`config.mk`:
```
export PLATFORM = sky130hd
export DESIGN_NAME = wav_riff_stream_parser_flat
export DESIGN_NICKNAME = d
export VERILOG_FILES = /design/src/sv/wrp_pkg.sv /design/src/sv/wrp_byte_if.sv /design/src/sv/wrp_result_if.sv /design/src/sv/wrp_front.sv /design/src/sv/wrp_queue.sv /design/src/sv/wav_riff_stream_parser.sv /design/src/flat_wrapper.sv
export SDC_FILE = /design/constraint.sdc
export NUM_CORES = 1
export LEC_CHECK = 0
export BUFFER_PORTS_ARGS = -buffer_cell sky130_fd_sc_hd__clkbuf_2
export CAP_MARGIN = 0
export CORE_MARGIN = 1
export CORE_UTILIZATION = 55
export CTS_CLUSTER_SIZE = 14
export DETAILED_ROUTE_END_ITERATION = 10
export GPL_ROUTABILITY_DRIVEN = 0
export GPL_TIMING_DRIVEN = 0
export HOLD_SLACK_MARGIN = 0.05
export PLACE_DENSITY = 0.71
export SLEW_MARGIN = 5
export SYNTH_ARGS = -nofsm -noshare
export SYNTH_HDL_FRONTEND = slang
export SYNTH_SLANG_ARGS = --single-unit
```
`constraint.sdc`:
```
create_clock -name clk -period 12.5 [get_ports clk]
set_clock_uncertainty 0.1 [all_clocks]
set_input_delay 1.875 -clock clk [delete_from_list [all_inputs] [get_ports clk]]
set_output_delay 1.875 -clock clk [all_outputs]
set_load 0.1 [all_outputs]
```
`src/sv/wrp_pkg.sv`:
```
// Shared types, constants and helper functions for the WAV RIFF stream parser.
`default_nettype none

package wrp_pkg;

    localparam logic [31:0] ID_RIFF_LE = 32'h4646_4952;
    localparam logic [31:0] ID_RIFF_SW = 32'h5249_4646;
    localparam logic [31:0] ID_FMT_LE  = 32'h2074_6D66;
    localparam logic [31:0] ID_FMT_SW  = 32'h666D_7420;
    localparam logic [31:0] ID_DATA_LE = 32'h6174_6164;
    localparam logic [31:0] ID_DATA_SW = 32'h6461_7461;
    localparam logic [31:0] TAG_WAVE   = 32'h4556_4157;

    localparam logic [4:0] WORD_BYTES    = 5'd4;
    localparam logic [4:0] FMT_TAG_END   = 5'd1;
    localparam logic [4:0] FMT_CHAN_END  = 5'd3;
    localparam logic [4:0] FMT_RATE_END  = 5'd7;
    localparam logic [4:0] FMT_BITS_END  = 5'd15;
    localparam logic [4:0] FMT_FIELD_SAT = 5'd16;

    localparam logic [15:0] PCM_TAG   = 16'd1;
    localparam logic [15:0] BITS_8    = 16'd8;
    localparam logic [15:0] BITS_16   = 16'd16;
    localparam logic [15:0] CHAN_MONO = 16'd1;
    localparam logic [15:0] CHAN_STEREO = 16'd2;

    localparam logic [1:0] KIND_FORMAT = 2'd0;
    localparam logic [1:0] KIND_SAMPLE = 2'd1;
    localparam logic [1:0] KIND_ERROR  = 2'd2;

    localparam logic [2:0] ERR_NONE      = 3'd0;
    localparam logic [2:0] ERR_NO_RIFF   = 3'd1;
    localparam logic [2:0] ERR_NO_WAVE   = 3'd2;
    localparam logic [2:0] ERR_NO_FMT    = 3'd3;
    localparam logic [2:0] ERR_NOT_PCM   = 3'd4;
    localparam logic [2:0] ERR_BAD_CHAN  = 3'd5;
    localparam logic [2:0] ERR_BAD_BITS  = 3'd6;
    localparam logic [2:0] ERR_NO_DATA   = 3'd7;

    typedef struct packed {
        logic [1:0]  out_kind;
        logic [15:0] sample_word;
        logic [1:0]  channel_count;
        logic [4:0]  sample_bits;
        logic [31:0] sample_rate_hz;
        logic [2:0]  error_code;
        logic        last_of_file;
    } result_t;

    typedef struct packed {
        logic    valid;
        result_t data;
    } push_t;

    function automatic logic [31:0] swap32(input logic [31:0] v);
        return {v[7:0], v[15:8], v[23:16], v[31:24]};
    endfunction

    function automatic logic [2:0] format_check(
        input logic [15:0] tag,
        input logic [15:0] chans,
        input logic [15:0] bits
    );
        if (tag != PCM_TAG)
            return ERR_NOT_PCM;
        if (chans != CHAN_MONO && chans != CHAN_STEREO)
            return ERR_BAD_CHAN;
        if (bits != BITS_8 && bits != BITS_16)
            return ERR_BAD_BITS;
        return ERR_NONE;
    endfunction

endpackage

`default_nettype wire

```
`src/sv/wrp_byte_if.sv`:
```
// Byte stream channel: one file byte and its end-of-file mark per word.
`default_nettype none

interface wrp_byte_if;
    logic       valid;
    logic       ready;
    logic [7:0] in_byte;
    logic       end_of_file;

    modport source (output valid, output in_byte, output end_of_file, input ready);
    modport sink (input valid, input in_byte, input end_of_file, output ready);
endinterface

`default_nettype wire

```
`src/sv/wrp_result_if.sv`:
```
// Result channel: format reports, sample words and error reports.
`default_nettype none

interface wrp_result_if;
    logic        valid;
    logic        ready;
    logic [1:0]  out_kind;
    logic [15:0] sample_word;
    logic [1:0]  channel_count;
    logic [4:0]  sample_bits;
    logic [31:0] sample_rate_hz;
    logic [2:0]  error_code;
    logic        last_of_file;

    modport source (
        output valid, output out_kind, output sample_word, output channel_count,
        output sample_bits, output sample_rate_hz, output error_code,
        output last_of_file, input ready
    );
    modport sink (
        input valid, input out_kind, input sample_word, input channel_count,
        input sample_bits, input sample_rate_hz, input error_code,
        input last_of_file, output ready
    );
endinterface

`default_nettype wire

```
`src/sv/wrp_front.sv`:
```
// Front end: accepts file bytes, walks the RIFF structure and builds result entries.
`default_nettype none

module wrp_front (
    input  wire                 clk,
    input  wire                 rst_n,
    wrp_byte_if.sink            bytes,
    input  wire                 push_ready,
    output wrp_pkg::push_t      push
);

    typedef enum logic [3:0] {
        PH_RIFF_ID    = 4'd0,
        PH_RIFF_SIZE  = 4'd1,
        PH_WAVE       = 4'd2,
        PH_CHUNK_ID   = 4'd3,
        PH_SIZE_FMT   = 4'd4,
        PH_SIZE_DATA  = 4'd5,
        PH_SIZE_OTHER = 4'd6,
        PH_FMT_BODY   = 4'd7,
        PH_SKIP_BODY  = 4'd8,
        PH_DATA       = 4'd9,
        PH_DRAIN      = 4'd10
    } phase_t;

    phase_t      phase_reg, phase_next;
    logic [4:0]  cnt_reg, cnt_next;
    logic [31:0] id_reg, id_next;
    logic [31:0] chunk_reg, chunk_next;
    logic [31:0] riff_reg, riff_next;
    logic        swapped_reg, swapped_next;
    logic [15:0] tag_reg, tag_next;
    logic [15:0] chan_reg, chan_next;
    logic [31:0] rate_reg, rate_next;
    logic [15:0] bits_reg, bits_next;
    logic        seen_reg, seen_next;
    logic [7:0]  low_reg, low_next;

    logic        accept;
    logic        emit;
    logic [1:0]  kind;
    logic [15:0] word;
    logic [2:0]  err;
    logic        last;

    logic [7:0]  b;
    logic [31:0] id_new;
    logic [31:0] wo_new;
    logic [15:0] half_new;
    logic [31:0] riff_dec;
    logic [31:0] chunk_dec;
    logic [4:0]  cnt_inc;
    logic        word_done;
    logic        chunk_last;
    logic        check_now;
    logic        fmt_fail;
    logic        too_big;

    assign bytes.ready = push_ready;
    assign accept      = bytes.valid && push_ready;

    assign b         = bytes.in_byte;
    assign id_new    = {b, id_reg[31:8]};
    assign wo_new    = swapped_reg ? wrp_pkg::swap32(id_new) : id_new;
    assign half_new  = swapped_reg ? {id_reg[31:24], b} : {b, id_reg[31:24]};
    assign riff_dec  = (riff_reg != 32'd0) ? riff_reg - 32'd1 : riff_reg;
    assign chunk_dec = (chunk_reg != 32'd0) ? chunk_reg - 32'd1 : chunk_reg;
    assign cnt_inc   = cnt_reg + 5'd1;
    assign word_done = (cnt_inc >= wrp_pkg::WORD_BYTES);
    // chunk counter reaches zero on this byte
    assign chunk_last = (chunk_reg[31:1] == 31'd0);

    always_comb
    begin
        phase_next   = phase_reg;
        cnt_next     = cnt_reg;
        id_next      = id_reg;
        chunk_next   = chunk_reg;
        riff_next    = riff_reg;
        swapped_next = swapped_reg;
        tag_next     = tag_reg;
        chan_next    = chan_reg;
        rate_next    = rate_reg;
        bits_next    = bits_reg;
        seen_next    = seen_reg;
        low_next     = low_reg;
        emit         = 1'b0;
        kind         = wrp_pkg::KIND_FORMAT;
        word         = 16'd0;
        err          = wrp_pkg::ERR_NONE;
        last         = 1'b0;
        check_now    = 1'b0;
        fmt_fail     = 1'b0;
        too_big      = 1'b0;

        unique case (phase_reg)
            PH_RIFF_ID:
            begin
                id_next  = id_new;
                cnt_next = cnt_inc;
                if (word_done)
                begin
                    cnt_next = 5'd0;
                    if (id_new == wrp_pkg::ID_RIFF_LE)
                    begin
                        swapped_next = 1'b0;
                        phase_next   = PH_RIFF_SIZE;
                    end
                    else if (id_new == wrp_pkg::ID_RIFF_SW)
                    begin
                        swapped_next = 1'b1;
                        phase_next   = PH_RIFF_SIZE;
                    end
                    else
                    begin
                        emit = 1'b1;
                        kind = wrp_pkg::KIND_ERROR;
                        err  = wrp_pkg::ERR_NO_RIFF;
                    end
                end
            end
            PH_RIFF_SIZE:
            begin
                id_next  = id_new;
                cnt_next = cnt_inc;
                if (word_done)
                begin
                    cnt_next   = 5'd0;
                    riff_next  = wo_new;
                    phase_next = PH_WAVE;
                end
            end
            PH_WAVE:
            begin
                riff_next = riff_dec;
                id_next   = id_new;
                cnt_next  = cnt_inc;
                if (word_done)
                begin
                    cnt_next = 5'd0;
                    if (id_new == wrp_pkg::TAG_WAVE)
                        phase_next = PH_CHUNK_ID;
                    else
                    begin
                        emit = 1'b1;
                        kind = wrp_pkg::KIND_ERROR;
                        err  = wrp_pkg::ERR_NO_WAVE;
                    end
                end
            end
            PH_CHUNK_ID:
            begin
                if (cnt_reg == 5'd0 && riff_reg == 32'd0)
                begin
                    // walk ran out of RIFF body
                    emit = 1'b1;
                    kind = wrp_pkg::KIND_ERROR;
                    err  = seen_reg ? wrp_pkg::ERR_NO_DATA : wrp_pkg::ERR_NO_FMT;
                end
                else
                begin
                    riff_next = riff_dec;
                    id_next   = id_new;
                    cnt_next  = cnt_inc;
                    if (word_done)
                    begin
                        cnt_next = 5'd0;
                        if (id_new == (swapped_reg ? wrp_pkg::ID_FMT_SW : wrp_pkg::ID_FMT_LE)
                            && !seen_reg)
                            phase_next = PH_SIZE_FMT;
                        else if (id_new ==
                                 (swapped_reg ? wrp_pkg::ID_DATA_SW : wrp_pkg::ID_DATA_LE))
                            phase_next = PH_SIZE_DATA;
                        else
                            phase_next = PH_SIZE_OTHER;
                    end
                end
            end
            PH_SIZE_FMT, PH_SIZE_DATA, PH_SIZE_OTHER:
            begin
                riff_next = riff_dec;
                id_next   = id_new;
                cnt_next  = cnt_inc;
                if (word_done)
                begin
                    cnt_next = 5'd0;
                    if (phase_reg == PH_SIZE_OTHER)
                    begin
                        // size beyond the body left after this byte
                        too_big = wo_new[31] ||
                                  ((riff_reg == 32'd0) ? (wo_new != 32'd0)
                                                       : (wo_new >= riff_reg));
                        if (too_big)
                        begin
                            emit = 1'b1;
                            kind = wrp_pkg::KIND_ERROR;
                            err  = seen_reg ? wrp_pkg::ERR_NO_DATA : wrp_pkg::ERR_NO_FMT;
                        end
                        else if (wo_new == 32'd0)
                            phase_next = PH_CHUNK_ID;
                        else
                        begin
                            chunk_next = wo_new;
                            phase_next = PH_SKIP_BODY;
                        end
                    end
                    else if (phase_reg == PH_SIZE_FMT)
                    begin
                        tag_next   = 16'd0;
                        chan_next  = 16'd0;
                        rate_next  = 32'd0;
                        bits_next  = 16'd0;
                        chunk_next = wo_new;
                        if (wo_new == 32'd0)
                        begin
                            emit = 1'b1;
                            kind = wrp_pkg::KIND_ERROR;
                            err  = wrp_pkg::format_check(16'd0, 16'd0, 16'd0);
                        end
                        else
                            phase_next = PH_FMT_BODY;
                    end
                    else if (!seen_reg)
                    begin
                        emit = 1'b1;
                        kind = wrp_pkg::KIND_ERROR;
                        err  = wrp_pkg::ERR_NO_FMT;
                    end
                    else
                    begin
                        chunk_next = wo_new;
                        if ((bits_reg == wrp_pkg::BITS_16) ? (wo_new[31:1] == 31'd0)
                                                           : (wo_new == 32'd0))
                            phase_next = PH_DRAIN;
                        else
                            phase_next = PH_DATA;
                    end
                end
            end
            PH_FMT_BODY:
            begin
                riff_next  = riff_dec;
                chunk_next = chunk_dec;
                id_next    = id_new;
                if (cnt_reg < wrp_pkg::FMT_FIELD_SAT)
                    cnt_next = cnt_inc;
                if (cnt_reg == wrp_pkg::FMT_TAG_END)
                    tag_next = half_new;
                else if (cnt_reg == wrp_pkg::FMT_CHAN_END)
                    chan_next = half_new;
                else if (cnt_reg == wrp_pkg::FMT_RATE_END)
                    rate_next = wo_new;
                else if (cnt_reg == wrp_pkg::FMT_BITS_END)
                    bits_next = half_new;
                check_now = (cnt_reg == wrp_pkg::FMT_BITS_END) ||
                            (chunk_last && cnt_reg < wrp_pkg::FMT_BITS_END);
                if (check_now)
                begin
                    emit = 1'b1;
                    err  = wrp_pkg::format_check(tag_next, chan_next, bits_next);
                    if (err != wrp_pkg::ERR_NONE)
                    begin
                        fmt_fail = 1'b1;
                        kind     = wrp_pkg::KIND_ERROR;
                    end
                    else
                    begin
                        seen_next = 1'b1;
                        kind      = wrp_pkg::KIND_FORMAT;
                    end
                end
                if (!fmt_fail && chunk_last)
                begin
                    cnt_next   = 5'd0;
                    phase_next = PH_CHUNK_ID;
                end
            end
            PH_SKIP_BODY:
            begin
                riff_next  = riff_dec;
                chunk_next = chunk_dec;
                if (chunk_last)
                begin
                    cnt_next   = 5'd0;
                    phase_next = PH_CHUNK_ID;
                end
            end
            PH_DATA:
            begin
                chunk_next = chunk_dec;
                if (bits_reg != wrp_pkg::BITS_16)
                begin
                    emit = 1'b1;
                    kind = wrp_pkg::KIND_SAMPLE;
                    word = {8'd0, b};
                    if (chunk_last)
                    begin
                        last       = 1'b1;
                        phase_next = PH_DRAIN;
                    end
                end
                else if (cnt_reg == 5'd0)
                begin
                    low_next = b;
                    cnt_next = 5'd1;
                end
                else
                begin
                    cnt_next = 5'd0;
                    emit     = 1'b1;
                    kind     = wrp_pkg::KIND_SAMPLE;
                    word     = swapped_reg ? {low_reg, b} : {b, low_reg};
                    // an odd trailing byte is dropped
                    if (chunk_reg < 32'd3)
                    begin
                        last       = 1'b1;
                        phase_next = PH_DRAIN;
                    end
                end
            end
            default:
            begin
                // drain: hold everything until end of file
            end
        endcase

        if (emit && kind == wrp_pkg::KIND_ERROR)
        begin
            last       = 1'b1;
            phase_next = PH_DRAIN;
        end

        if (bytes.end_of_file)
        begin
            if (emit && kind == wrp_pkg::KIND_FORMAT)
            begin
                kind = wrp_pkg::KIND_ERROR;
                err  = wrp_pkg::ERR_NO_DATA;
            end
            else if (!emit)
            begin
                unique case (phase_next) inside
                    PH_RIFF_ID, PH_RIFF_SIZE:
                    begin
                        emit = 1'b1;
                        err  = wrp_pkg::ERR_NO_RIFF;
                    end
                    PH_WAVE:
                    begin
                        emit = 1'b1;
                        err  = wrp_pkg::ERR_NO_WAVE;
                    end
                    PH_DATA:
                    begin
                        emit = 1'b1;
                        err  = wrp_pkg::ERR_NO_DATA;
                    end
                    PH_CHUNK_ID, PH_SIZE_FMT, PH_SIZE_DATA, PH_SIZE_OTHER,
                    PH_FMT_BODY, PH_SKIP_BODY:
                    begin
                        emit = 1'b1;
                        err  = seen_next ? wrp_pkg::ERR_NO_DATA : wrp_pkg::ERR_NO_FMT;
                    end
                    default:
                    begin
                        emit = 1'b0;
                    end
                endcase
                kind = wrp_pkg::KIND_ERROR;
            end
            if (emit)
                last = 1'b1;
        end
    end

    always_comb
    begin
        push.valid                    = accept && emit;
        push.data.out_kind            = kind;
        push.data.sample_word         = (kind == wrp_pkg::KIND_SAMPLE) ? word : 16'd0;
        push.data.channel_count       = seen_next ? chan_next[1:0] : 2'd0;
        push.data.sample_bits         = seen_next ? bits_next[4:0] : 5'd0;
        push.data.sample_rate_hz      = seen_next ? rate_next : 32'd0;
        push.data.error_code          = (kind == wrp_pkg::KIND_ERROR) ? err
                                                                      : wrp_pkg::ERR_NONE;
        push.data.last_of_file        = last;
    end

    always_ff @(posedge clk or negedge rst_n)
    begin
        if (!rst_n)
        begin
            phase_reg   <= PH_RIFF_ID;
            cnt_reg     <= 5'd0;
            id_reg      <= 32'd0;
            chunk_reg   <= 32'd0;
            riff_reg    <= 32'd0;
            swapped_reg <= 1'b0;
            tag_reg     <= 16'd0;
            chan_reg    <= 16'd0;
            rate_reg    <= 32'd0;
            bits_reg    <= 16'd0;
            seen_reg    <= 1'b0;
            low_reg     <= 8'd0;
        end
        else if (accept)
        begin
            if (bytes.end_of_file)
            begin
                // start over for the next file
                phase_reg   <= PH_RIFF_ID;
                cnt_reg     <= 5'd0;
                id_reg      <= 32'd0;
                chunk_reg   <= 32'd0;
                riff_reg    <= 32'd0;
                swapped_reg <= 1'b0;
                tag_reg     <= 16'd0;
                chan_reg    <= 16'd0;
                rate_reg    <= 32'd0;
                bits_reg    <= 16'd0;
                seen_reg    <= 1'b0;
                low_reg     <= 8'd0;
            end
            else
            begin
                phase_reg   <= phase_next;
                cnt_reg     <= cnt_next;
                id_reg      <= id_next;
                chunk_reg   <= chunk_next;
                riff_reg    <= riff_next;
                swapped_reg <= swapped_next;
                tag_reg     <= tag_next;
                chan_reg    <= chan_next;
                rate_reg    <= rate_next;
                bits_reg    <= bits_next;
                seen_reg    <= seen_next;
                low_reg     <= low_next;
            end
        end
    end

endmodule

`default_nettype wire

```
`src/sv/wrp_queue.sv`:
```
// Back end: two-entry result queue that drives the result channel.
`default_nettype none

module wrp_queue (
    input  wire                 clk,
    input  wire                 rst_n,
    input  wrp_pkg::push_t      push,
    output logic                push_ready,
    wrp_result_if.source        results
);

    wrp_pkg::result_t slot_reg [2];
    logic       wr_ptr_reg;
    logic       rd_ptr_reg;
    logic [1:0] count_reg, count_next;
    logic       pop;
    logic       put;
    wrp_pkg::result_t head;

    assign push_ready = (count_reg != 2'd2);
    assign put        = push.valid && push_ready;
    assign pop        = results.valid && results.ready;
    assign head       = slot_reg[rd_ptr_reg];

    assign results.valid          = (count_reg != 2'd0);
    assign results.out_kind       = head.out_kind;
    assign results.sample_word    = head.sample_word;
    assign results.channel_count  = head.channel_count;
    assign results.sample_bits    = head.sample_bits;
    assign results.sample_rate_hz = head.sample_rate_hz;
    assign results.error_code     = head.error_code;
    assign results.last_of_file   = head.last_of_file;

    always_comb
    begin
        count_next = count_reg;
        if (put && !pop)
            count_next = count_reg + 2'd1;
        else if (pop && !put)
            count_next = count_reg - 2'd1;
    end

    always_ff @(posedge clk)
    begin
        if (put)
            slot_reg[wr_ptr_reg] <= push.data;
    end

    always_ff @(posedge clk or negedge rst_n)
    begin
        if (!rst_n)
        begin
            wr_ptr_reg <= 1'b0;
            rd_ptr_reg <= 1'b0;
            count_reg  <= 2'd0;
        end
        else
        begin
            if (put)
                wr_ptr_reg <= ~wr_ptr_reg;
            if (pop)
                rd_ptr_reg <= ~rd_ptr_reg;
            count_reg <= count_next;
        end
    end

endmodule

`default_nettype wire

```
`src/sv/wav_riff_stream_parser.sv`:
```
// WAV RIFF stream parser: bytes in, format reports, samples and errors out.
// Feed the file on the bytes channel one byte per word, with end_of_file set
// on the last byte. The block walks the RIFF header, the WAVE tag and the
// sub-chunks, validates the fmt chunk and emits data samples on the results
// channel: a format report, then one word per 8-bit byte or 16-bit pair, or
// an error report with last_of_file set. Each accepted byte gives at most one
// result word.
// Throughput is one byte per cycle while the queue is not full; parse state
// is updated in the cycle a byte is accepted. Results wait in a two-entry
// queue between the parser and the result port, written as a byte is taken.
// When the receiver stalls, the queue absorbs up to two results; bytes are
// refused only while the queue is full. After end_of_file the parser returns
// to its start state for the next file.
// Reset clears the parse state and empties the queue; no words are
// presented until new bytes arrive.
`default_nettype none

module wav_riff_stream_parser (
    input  wire             clk,
    input  wire             rst_n,
    wrp_byte_if.sink        bytes,
    wrp_result_if.source    results
);

    wrp_pkg::push_t push;
    logic           push_ready;

    wrp_front u_front (
        .clk        (clk),
        .rst_n      (rst_n),
        .bytes      (bytes),
        .push_ready (push_ready),
        .push       (push)
    );

    wrp_queue u_queue (
        .clk        (clk),
        .rst_n      (rst_n),
        .push       (push),
        .push_ready (push_ready),
        .results    (results)
    );

endmodule

`default_nettype wire

```
`src/flat_wrapper.sv`:
```
// flat-port wrapper written by rule: the top's interface ports become plain ports
module wav_riff_stream_parser_flat 
  (clk, rst_n, bytes_valid, bytes_in_byte, bytes_end_of_file, bytes_ready, results_valid, results_out_kind, results_sample_word, results_channel_count, results_sample_bits, results_sample_rate_hz, results_error_code, results_last_of_file, results_ready);
  wrp_byte_if bytes_i ();
  wrp_result_if results_i ();
  input  wire clk;
  input  wire rst_n;
  input wire logic [$bits(bytes_i.valid)-1:0] bytes_valid;
  input wire logic [$bits(bytes_i.in_byte)-1:0] bytes_in_byte;
  input wire logic [$bits(bytes_i.end_of_file)-1:0] bytes_end_of_file;
  output wire logic [$bits(bytes_i.ready)-1:0] bytes_ready;
  output wire logic [$bits(results_i.valid)-1:0] results_valid;
  output wire logic [$bits(results_i.out_kind)-1:0] results_out_kind;
  output wire logic [$bits(results_i.sample_word)-1:0] results_sample_word;
  output wire logic [$bits(results_i.channel_count)-1:0] results_channel_count;
  output wire logic [$bits(results_i.sample_bits)-1:0] results_sample_bits;
  output wire logic [$bits(results_i.sample_rate_hz)-1:0] results_sample_rate_hz;
  output wire logic [$bits(results_i.error_code)-1:0] results_error_code;
  output wire logic [$bits(results_i.last_of_file)-1:0] results_last_of_file;
  input wire logic [$bits(results_i.ready)-1:0] results_ready;
  assign bytes_i.valid = bytes_valid;
  assign bytes_i.in_byte = bytes_in_byte;
  assign bytes_i.end_of_file = bytes_end_of_file;
  assign bytes_ready = bytes_i.ready;
  assign results_valid = results_i.valid;
  assign results_out_kind = results_i.out_kind;
  assign results_sample_word = results_i.sample_word;
  assign results_channel_count = results_i.channel_count;
  assign results_sample_bits = results_i.sample_bits;
  assign results_sample_rate_hz = results_i.sample_rate_hz;
  assign results_error_code = results_i.error_code;
  assign results_last_of_file = results_i.last_of_file;
  assign results_i.ready = results_ready;
  wav_riff_stream_parser u_core (.clk(clk), .rst_n(rst_n), .bytes(bytes_i), .results(results_i));
endmodule
```
==> results.rst <==
.. list-table::
   :header-rows: 1

   * - Metric
     - Value
   * - Unrepaired setup endpoints after global routing
     - false
   * - Number of antenna violations at the first check in global routing
     - 0
   * - CP Launch Type
     - input port
   * - CTS H-tree lvls
     - 2
   * - Top delay family on crit path
     - simple AND/OR/NAND/NOR gates
   * - Total CTS buffers
     - 36
   * - Final Critical Period
     - 6.59 ns
   * - Core outline area
     - 31600 µm²
   * - Post-layout worst setup margin
     - 5.91 ns
   * - Worst rel slew slack
     - 25.4%
   * - Count of instances resized after the clock tree is built
     - 0
   * - Outcome
     - complete, no violations
   * - Antenna violation net count after detailed routing
     - 0
   * - Number of instances in the synthesized netlist
     - 1897
   * - Post-placement setup slack
     - between 5 and 6 ns
   * - Number of logic stages on the critical path including buffering
     - 16
   * - Residual DRC
     - 0
   * - Async set or reset register ratio after synthesis
     - 61.0%
   * - Number of library cell types mapped by synthesis
     - 85
   * - Count of antenna diodes in the layout
     - 0
   * - Cells on worst reg2reg path
     - 19
   * - Total track usage
     - 33.7%
   * - Row cnt
     - 65
   * - Final global-route overflow total
     - 0
   * - Filler Cells Inserted
     - approximately 2600
   * - WL/cell
     - 22.9 µm
   * - Total Die Area
     - about 33000 µm²
   * - Final non-filler cell area
     - roughly 20000 µm²
   * - Hold-fix buffer count after cts
     - 0
   * - First-pass GRT wire length
     - 86500 µm
   * - Number of warnings printed during yosys synthesis
     - 0
   * - Final setup violation count
     - 0
   * - Required time of the critical path
     - approximately 13 ns
   * - Critical path endpoint category
     - flop
   * - Estimated wirelength of the detail-placed design
     - 39300 µm
   * - Total wire length after detailed routing
     - 55900 µm
   * - CTS max path bufs
     - 3
   * - Crit path max-delay cell type
     - sky130_fd_sc_hd__a2111oi_2
   * - Leakage dissipation
     - 7.75 nW
   * - Worst Max-Slew Pin Slew
     - 1.11 ns
   * - Maximum cell stage delay along the critical path
     - 0.52 ns
   * - Clock tree from TritonCTS
     - built
   * - Vias
     - 16200
   * - Number of buffers and inverters on the critical path
     - 3
   * - Worst Setup Path Type
     - in -> reg
   * - Number of port buffers
     - 73
   * - Number of global-route vias before repair
     - approximately 15000
   * - Fin util
     - 63.0%
   * - Count of maximum capacitance violations
     - 0
   * - Number of pins exceeding their max-slew limit in the final report
     - 0
   * - Path class of the lowest-slack min-delay path
     - reg -> reg
   * - Maximum frequency from static timing analysis
     - around 150 MHz
   * - Final net count
     - 2067
   * - Setup tns final
     - 0 ns
   * - Synthesized flop and latch total
     - roughly 310
   * - Mean cell area of the mapped netlist
     - 9.36 µm²
   * - Share of final-layout standard cells stronger than drive strength 1
     - 13.1%
   * - Number of enable-type register cells in the synthesized netlist
     - 122
   * - Worst-path fanout max
     - 26
   * - Worst hold path stage count
     - 2
   * - Root buffer selected by CTS
     - sky130_fd_sc_hd__clkbuf_16
   * - Max reg flops
     - 122
   * - Top-Level Pins
     - 76
   * - Number of search-and-repair iterations in the first detailed-routing pass
     - 9
   * - Setup Fix Bufs, Post-CTS
     - 0
   * - Highest ir drop seen on vdd
     - 0.198 mV
   * - Cell Area, Synth
     - 17800 µm²
   * - Count of clock tree sinks
     - around 310
   * - PwrDens
     - 246 nW/µm²
   * - Most instantiated flip-flop cell in the synthesis netlist
     - sky130_fd_sc_hd__dfrtp_1
   * - Maximum number of pins on one net before global-route repair
     - 103
   * - Critical Path, Cell by Cell
     - clkbuf_2 > clkbuf_1 > nor2b_1 > a21o_1 > ha_1 > nand4_1 > nor3_1 > a221o_1 > or3_1 > a2111oi_2 > nor4_2 > nor3_4 > and3_1 > a21oi_2 > nor2_4 > buf_12
   * - Chip Height
     - 182 µm
   * - Post-Syn Nets
     - 1951
   * - Final hold violations
     - 0
   * - Clock edge transition at the registers on the reported setup and hold paths
     - roughly 0.06 ns
   * - Die Span X
     - roughly 180 µm
   * - Sequential-to-total area share from yosys stat
     - ~48%
   * - Arrival time of the worst setup path
     - around 6.7 ns
   * - Signed area change from the synthesized netlist to the final layout
     - 12.2%
   * - Worst-Skew Late Latency
     - 0.54 ns
   * - Tcrit/Tclk final
     - 52.7%
   * - Starting density of the core
     - between 50% and 60%
   * - Most frequent cells in the layout
     - sky130_fd_sc_hd__o21ai_0, sky130_fd_sc_hd__nand2_1, sky130_fd_sc_hd__dfrtp_1
   * - Most frequent standard cell in the layout excluding fill and tap cells
     - sky130_fd_sc_hd__o21ai_0
   * - Vias/cell
     - 6.62
   * - Violation count after the first detailed-routing iteration
     - 2347
   * - Area of placed instances
     - 18800 µm²
## worst paths after layout
kind / startpoint / end / slack, ns
worst min register to register: u_core.u_front.chan_reg[12]$_DFFE_PN0P_ / u_core.u_front.chan_reg[12]$_DFFE_PN0P_ / 0.38
worst max-delay path: bytes_in_byte[4] / u_core.u_queue.slot_reg[1][20]$_DFFE_PP_ / 5.91
worst max register to register: u_core.u_front.swapped_reg$_DFFE_PN0P_ / u_core.u_queue.slot_reg[1][20]$_DFFE_PP_ / 6.19
min in group asynchronous: rst_n / u_core.u_front.tag_reg[13]$_DFFE_PN0P_ / 1.28
max in group asynchronous: rst_n / u_core.u_front.riff_reg[20]$_DFFE_PN0P_ / 10.02
worst min-delay path: u_core.u_front.chan_reg[12]$_DFFE_PN0P_ / u_core.u_front.chan_reg[12]$_DFFE_PN0P_ / 0.38
## cell usage after synthesis (13+ instances only)
library cell	instances	area share, %
sky130_fd_sc_hd__o21ai_0	223	6.3
sky130_fd_sc_hd__nand2_1	196	4.1
sky130_fd_sc_hd__dfrtp_1	191	27
sky130_fd_sc_hd__nor2_1	186	3.9
sky130_fd_sc_hd__edfxtp_1	122	21
sky130_fd_sc_hd__a21oi_1	116	3.3
sky130_fd_sc_hd__clkbuf_1	112	2.4
sky130_fd_sc_hd__a22oi_1	96	4.1
sky130_fd_sc_hd__mux2_2	91	5.8
sky130_fd_sc_hd__nor3_1	50	1.4
sky130_fd_sc_hd__inv_1	49	1.0
sky130_fd_sc_hd__nor4_1	45	1.6
sky130_fd_sc_hd__ha_1	41	2.9
sky130_fd_sc_hd__o21ai_1	28	0.79
sky130_fd_sc_hd__nand3_1	27	0.76
sky130_fd_sc_hd__nor2b_1	23	0.81
sky130_fd_sc_hd__and3_1	19	0.67
sky130_fd_sc_hd__a21o_1	17	0.72
sky130_fd_sc_hd__a31oi_1	17	0.60
sky130_fd_sc_hd__nand4_1	17	0.60
sky130_fd_sc_hd__nand2b_1	16	0.56
sky130_fd_sc_hd__o211ai_1	13	0.55
## worst min-delay path, stage by stage (launching register included)
cell and delay, ns:
sky130_fd_sc_hd__dfrtp_1 0.34, sky130_fd_sc_hd__nand2_1 0.05, sky130_fd_sc_hd__o21ai_0 0.06
## per-stage QoR
stage          hold slack [ns]  std cells  power (mW)
2_1_floorplan            0.342       1897        3.19
3_3_place_gp             0.363       2372        3.75
3_5_place_dp             0.371       2377        3.80
4_1_cts                  0.385       2441        4.85
5_1_grt                  0.407       2441        5.12
6_report                 0.384       2441        4.90
## report_power, final
| part | leakage (nW) | internal (mW) | switching (mW) |
|---|---|---|---|
| Sequential | 3.76 | 1.25 | 0.151 |
| Clock | 0.569 | 0.613 | 0.432 |
| Combinational | 3.43 | 0.635 | 1.82 |
## routing by layer
metal / wire (µm) / GRT usage (%) / vias to the layer above
met5: 0 / 0 / -
met4: 2890 / 17.6 / 0
met3: 5720 / 5.74 / 194
met2: 24300 / 50.6 / 968
met1: 23000 / 47.1 / 7781
li1: - / - / 7226
## area by class of cell
| type | instances | area [µm²] | share of cell area, % |
|---|---|---|---|
| multi-input cells | 1405 | 8620 | 43.3 |
| flip-flops and latches | 313 | 8440 | 42.4 |
| clock buffers | 50 | 1010 | 5.09 |
| repair buffers | 78 | 482 | 2.42 |
| well taps | 402 | 503 | 2.53 |
| clock inverters | 14 | 153 | 0.766 |
| inverters | 51 | 191 | 0.961 |
| plain buffers | 128 | 510 | 2.56 |
## cells by family (layout without fill, tap and decap cells)
group / after synthesis / in the layout / synth area share (%)
and+or+nand+nor: 666 / 666 / 18.6
AOI/OAI and AO/OA: 577 / 577 / 19.6
DFF: 313 / 313 / 47.6
buffers and inverters: 179 / 321 / 3.95
muxes: 110 / 110 / 6.91
adders and majority gates: 41 / 41 / 2.89
xor gates and xnor gates: 11 / 11 / 0.543
No activity file was read; power rests on OpenSTA's default activity.
